File: config.mk
export PLATFORM = sky130hd
export DESIGN_NAME = xtl_lab
export DESIGN_NICKNAME = d
export VERILOG_FILES = /design/src/hdl/assert_macros.svh /design/src/hdl/xtl_pkg.sv /design/src/hdl/xtl_lab.sv
export SDC_FILE = /design/constraint.sdc
export NUM_CORES = 2
export LEC_CHECK = 0
export BUFFER_PORTS_ARGS = -buffer_cell sky130_fd_sc_hd__buf_2
export CORE_MARGIN = 4
export CORE_UTILIZATION = 69
export CTS_CLUSTER_DIAMETER = 80
export DETAILED_ROUTE_END_ITERATION = 8
export PLACE_DENSITY = 0.89
export SKIP_CTS_REPAIR_TIMING = 1
export SYNTH_ARGS = -nofsm -noshare
export SYNTH_HDL_FRONTEND = slang
export SYNTH_SLANG_ARGS = --single-unit
File: constraint.sdc
create_clock -name clk -period 13.5 [get_ports clk]
set_clock_uncertainty 0.15 [all_clocks]
set_input_delay 0 -clock clk [delete_from_list [all_inputs] [get_ports clk]]
set_output_delay 0 -clock clk [all_outputs]
set_load 0.02 [all_outputs]
File: src/hdl/assert_macros.svh
// Assertion macros used by the top-level converter RTL.
// Each macro expects clk and rst to be visible where it is used.
`ifndef ASSERT_MACROS_SVH
`define ASSERT_MACROS_SVH

// antecedent implies consequent in the same cycle
`define ASSERT_SAME(label, ante, cons, msg) \
  label: assert property (@(posedge clk) disable iff (rst) (ante) |-> (cons)) \
    else $error(msg);

// antecedent implies consequent in the next cycle
`define ASSERT_NEXT(label, ante, cons, msg) \
  label: assert property (@(posedge clk) disable iff (rst) (ante) |=> (cons)) \
    else $error(msg);

`endif

File: src/hdl/xtl_pkg.sv
// Shared constants and the cube-root table generator for the XYZ to Lab converter.
// No dependencies; imported by every module of the block.
package xtl_pkg;

  localparam int IN_W       = 16;
  localparam int OUT_W      = 18;
  localparam int ROM_W      = 24;
  localparam int RECIP_W    = 32;
  localparam int PROD_W     = IN_W + RECIP_W;
  localparam int CFG_ADDR_W = 2;
  localparam int CFG_DATA_W = 32;

  localparam int LOOKUP_STAGES = 7;
  localparam int LAB_STAGES    = 3;
  localparam int NUM_STAGES    = LOOKUP_STAGES + LAB_STAGES;

  localparam logic [CFG_ADDR_W-1:0] REG_WHITE_X = 2'd0;
  localparam logic [CFG_ADDR_W-1:0] REG_WHITE_Y = 2'd1;
  localparam logic [CFG_ADDR_W-1:0] REG_WHITE_Z = 2'd2;

  localparam logic [RECIP_W-1:0] WHITE_X_RESET = 32'd45187826;
  localparam logic [RECIP_W-1:0] WHITE_Y_RESET = 32'd42949673;
  localparam logic [RECIP_W-1:0] WHITE_Z_RESET = 32'd39445710;

  localparam int L_SCALE  = 116;
  localparam int A_SCALE  = 500;
  localparam int B_SCALE  = 200;
  localparam int L_OFFSET = 16 << 8;
  localparam int OUT_MAX  = 131071;
  localparam int OUT_MIN  = -131072;

  typedef logic [ROM_W-1:0] rom_word_t;

  // Q1.23 value of f(i/n): linear segment below 0.008856, cube root above.
  function automatic rom_word_t cbrt_entry(input int unsigned i, input int unsigned n);
    logic [63:0]  num;
    logic [63:0]  den;
    logic [63:0]  q;
    logic [63:0]  qc;
    logic [127:0] cube;
    logic [127:0] lim;
    logic [24:0]  r;
    logic [24:0]  c;
    if (64'(i) * 64'd1000000 < 64'd8856 * 64'(n)) begin
      num = (64'd225823 * 64'(i) + 64'd4000 * 64'(n)) << 23;
      den = 64'd29000 * 64'(n);
      q   = 64'd0;
      for (int b = 23; b >= 0; b--) begin
        qc = q | (64'd1 << b);
        if (qc * den <= num) q = qc;
      end
      return ROM_W'(q);
    end
    lim = 128'(i) << 69;
    r   = 25'd0;
    for (int b = 24; b >= 0; b--) begin
      c    = r | (25'd1 << b);
      cube = 128'(c) * 128'(c) * 128'(c) * 128'(n);
      if (cube <= lim) r = c;
    end
    return ROM_W'(r);
  endfunction

endpackage

File: src/hdl/xtl_lab.sv
// Lab combine: L = 116*fy - 16, a = 500*(fx - fy), b = 200*(fy - fz), saturated Q9.8.
// Three register stages; uses xtl_pkg.
module xtl_lab #(
  parameter int F_W = 46
) (
  input  logic                           clk,
  input  logic [xtl_pkg::LAB_STAGES-1:0] adv,
  input  logic signed [F_W-1:0]          fx,
  input  logic signed [F_W-1:0]          fy,
  input  logic signed [F_W-1:0]          fz,
  output logic [xtl_pkg::OUT_W-1:0]      l_val,
  output logic [xtl_pkg::OUT_W-1:0]      a_val,
  output logic [xtl_pkg::OUT_W-1:0]      b_val
);
  import xtl_pkg::*;

  localparam int D_W = F_W + 1;
  localparam int M_W = F_W + 11;
  localparam int S_W = M_W - 14;

  logic signed [D_W-1:0] dxy;
  logic signed [D_W-1:0] dyz;
  logic signed [F_W-1:0] fy1;
  logic signed [M_W-1:0] lr;
  logic signed [M_W-1:0] ar;
  logic signed [M_W-1:0] br;

  logic signed [S_W-1:0] ls;
  logic signed [S_W-1:0] as_q;
  logic signed [S_W-1:0] bs_q;

  function automatic logic [OUT_W-1:0] sat(input logic signed [S_W-1:0] x);
    if (x > S_W'(OUT_MAX)) return OUT_W'(OUT_MAX);
    if (x < S_W'(OUT_MIN)) return OUT_W'(OUT_MIN);
    return x[OUT_W-1:0];
  endfunction

  assign ls   = $signed({lr[M_W-1], lr[M_W-1:15]}) - S_W'(L_OFFSET);
  assign as_q = $signed({ar[M_W-1], ar[M_W-1:15]});
  assign bs_q = $signed({br[M_W-1], br[M_W-1:15]});

  always_ff @(posedge clk) begin
    if (adv[0]) begin
      dxy <= D_W'(fx) - D_W'(fy);
      dyz <= D_W'(fy) - D_W'(fz);
      fy1 <= fy;
    end
    if (adv[1]) begin
      lr <= M_W'(fy1) * $signed(M_W'(L_SCALE));
      ar <= M_W'(dxy) * $signed(M_W'(A_SCALE));
      br <= M_W'(dyz) * $signed(M_W'(B_SCALE));
    end
    if (adv[2]) begin
      l_val <= sat(ls);
      a_val <= sat(as_q);
      b_val <= sat(bs_q);
    end
  end

endmodule

==> run metrics <==
outcome finished with violations; failing checks hold timing; Die Ht 234 um; Via Count 26900; Post-synth EDFFs 316; Area after DPL 0.0370 mm^2; Port Buffers 195; max_slew headroom 34.9%; Worst Path Buf+Inv 4; post-synthesis mux area share 0.0886%; Min Hold Slack -41.6 ps; yosys warns 0; syn_area_per_cell 9.73 um^2; clock slew at reported path FFs 70 ps; crit path from dxy[2]; Post-synth top cells 976 x inv_1, 521 x ha_1, 316 x edfxtp_1, 315 x fa_1, 191 x a21oi_1; cell area after layout 0.0396 mm^2; Worst Tran Pin Value 952 ps; Syn Nets 4608; FP Rows 82; clock sink count 316; DR pass1 iterations 5; CP Launch Type register; Post-Syn Instances 3630; setup TNS 0 ps; post-route minimum period 6150 ps; cts bufs inserted 37; post-synthesis xor/xnor area fraction 5.06%; initial core utilization 70.1%; WP data required 13660 ps; Synth Area in Simple Gates 8.38%; critical-path cell list inv_1, fa_1, inv_1, ha_1, inv_1, fa_1, inv_1, fa_1, ha_1, a2111oi_0, o21ai_0, a311oi_1, o2111ai_1, a31oi_1, nor2_1, o21a_1, a211oi_1, o221a_2, xnor2_1; critical-path maximum fanout 6; CP most frequent cell inv_1; RSZ-0062 raised after global routing no; via-per-instance ratio 5.78; highest clock rate 163 MHz; Tcrit/Tclk final 45.5%; most common cell in the synthesized netlist inv_1; total gr overflow 0; Root Buffer clkbuf_16; CP max stage delay 550 ps; Area contributors post-synth edfxtp_1 27%, ha_1 18%, fa_1 18%; Layout area overhead 12.0%; main combinational cell family by area after synthesis adder cells; reg2reg setup slack 7350 ps; vias in the first global route 26500; Worst-Skew Late Latency 560 ps; post-synthesis cell type count 74; # DRC 0; Post-synth ARST share 0%; first-pass GRT wire length 127 mm; IO Pins 196; Yosys reg bits 316; initial antenna violation count 4; Compound-Gate Fraction of Synth Area 12.4%; CP Depth 19; # H-tree levels 2; CTS tree built; Routability Congestion 0.949; core area 0.0504 mm^2; maxcap violations 0; placed cell count 4460; Max Slew Vio Count 0; Initial DRC Count 1719; post-route ant nets 0; cells on worst reg2reg path 19; HP Class input port to register; cell taking the most area after synthesis edfxtp_1; final instance count without filler cells 4658; critical path class register to register; fraction of layout cells with a size suffix above 1 7.34%; proportion of netlist area held by the largest area contributor 26.9%; largest net degree at the start of global routing 88; Final #Nets 4930; ys flop type edfxtp_1; post-synthesis sequential area ratio 26.9%; Slowest cell on crit path fa_1; delay-heaviest family, CP compound AO/OA/AOI/OAI gates; DIE AREA 0.0549 mm^2; R2R Path End ar[54]; Mapped Area 0.0353 mm^2; worst hold path startpoint fz[45]; Clock Path Buffers 3; Reg2Reg Launch Point dxy[2]; area share of fa/ha/maj cells after synthesis 36.3%; GRT Total Usage 29.0%; final hold viol count 5; final WL 85.3 mm; Critical Path AT 6310 ps; die width 234 um; CP Capture Type register; placed wire-length estimate 63.7 mm; final setup violation count 0; wire per inst 18.3 um; Critical Path Sink ar[54]
-- final cells by class --
class,instances,area [um^2]
Antenna cell,8,20.0
Clock buffer,39,933
Clock inverter,26,339
Fill cell,3128,10800
Inverter,976,3660
Multi-Input combinational cell,2296,22000
Sequential cell,316,9490
Tap cell,672,841
Timing Repair Buffer,325,2270
-- through the flow --
stage	util [%]	worst slack, ps
floorplan	-	8040
global placement	73.5	7490
detailed placement	73.5	7330
CTS	76.0	7320
global route	78.5	6900
finish	78.5	7350
-- cell usage in the layout (no fill, tap or decap), types with 45 or more instances in the layout --
master,n
nand2_1,144
fa_1,315
a21o_1,137
edfxtp_1,316
dlygate4sd3_1,125
a21oi_1,191
ha_1,521
nand4_1,45
inv_1,976
xor2_1,74
nor2_1,153
o21ai_0,89
nor3_1,46
xnor2_1,130
buf_2,193
-- sequential cells by signal (all words and copies together), names as in the netlist --
signal  flops
dxy        47
dyz        47
fy1        46
ar         42
br         41
lr         39
a_val      18
b_val      18
l_val      18
-- logic make-up (layout without fill, tap and decap cells) --
logic type / Yosys count / after routing
buffers and inverters: 1018 / 1366
adders and majority gates: 836 / 836
AOI/OAI and AO/OA: 657 / 657
and+or+nand+nor: 596 / 596
DFF: 316 / 316
xor gates and xnor gates: 204 / 204
muxes: 3 / 3
other: 0 / 8
-- worst min path at each step --
stage | to | cells past startpoint
floorplan | fy1[0] | 0
global placement | fy1[14] | 1
detailed placement | fy1[14] | 1
CTS | fy1[14] | 1
global route | dyz[19] | 4
finish | dyz[46] | 5
-- worst reg2reg max path, stage by stage (launching register included) --
cell,delay (ps)
edfxtp_1,480
inv_1,100
fa_1,550
inv_1,50
ha_1,270
inv_1,50
fa_1,520
inv_1,50
fa_1,480
ha_1,320
a2111oi_0,370
o21ai_0,230
a311oi_1,550
o2111ai_1,250
a31oi_1,370
nor2_1,110
o21a_1,230
a211oi_1,410
o221a_2,280
xnor2_1,50
-- metal layers --
layer	vias to the layer above	GRT usage (%)	wire (um)	share of wire [%]
met5	-	0	0	0
met4	0	8.95	3600	4.2
met3	300	4.34	5910	6.9
met2	1052	49.9	42000	49
met1	12900	38.1	33700	40
li1	12700	-	-	-
Power is left out: the tool's default activity adds up to more than one toggle a clock period on the data nets, which glitch-free logic cannot reach.
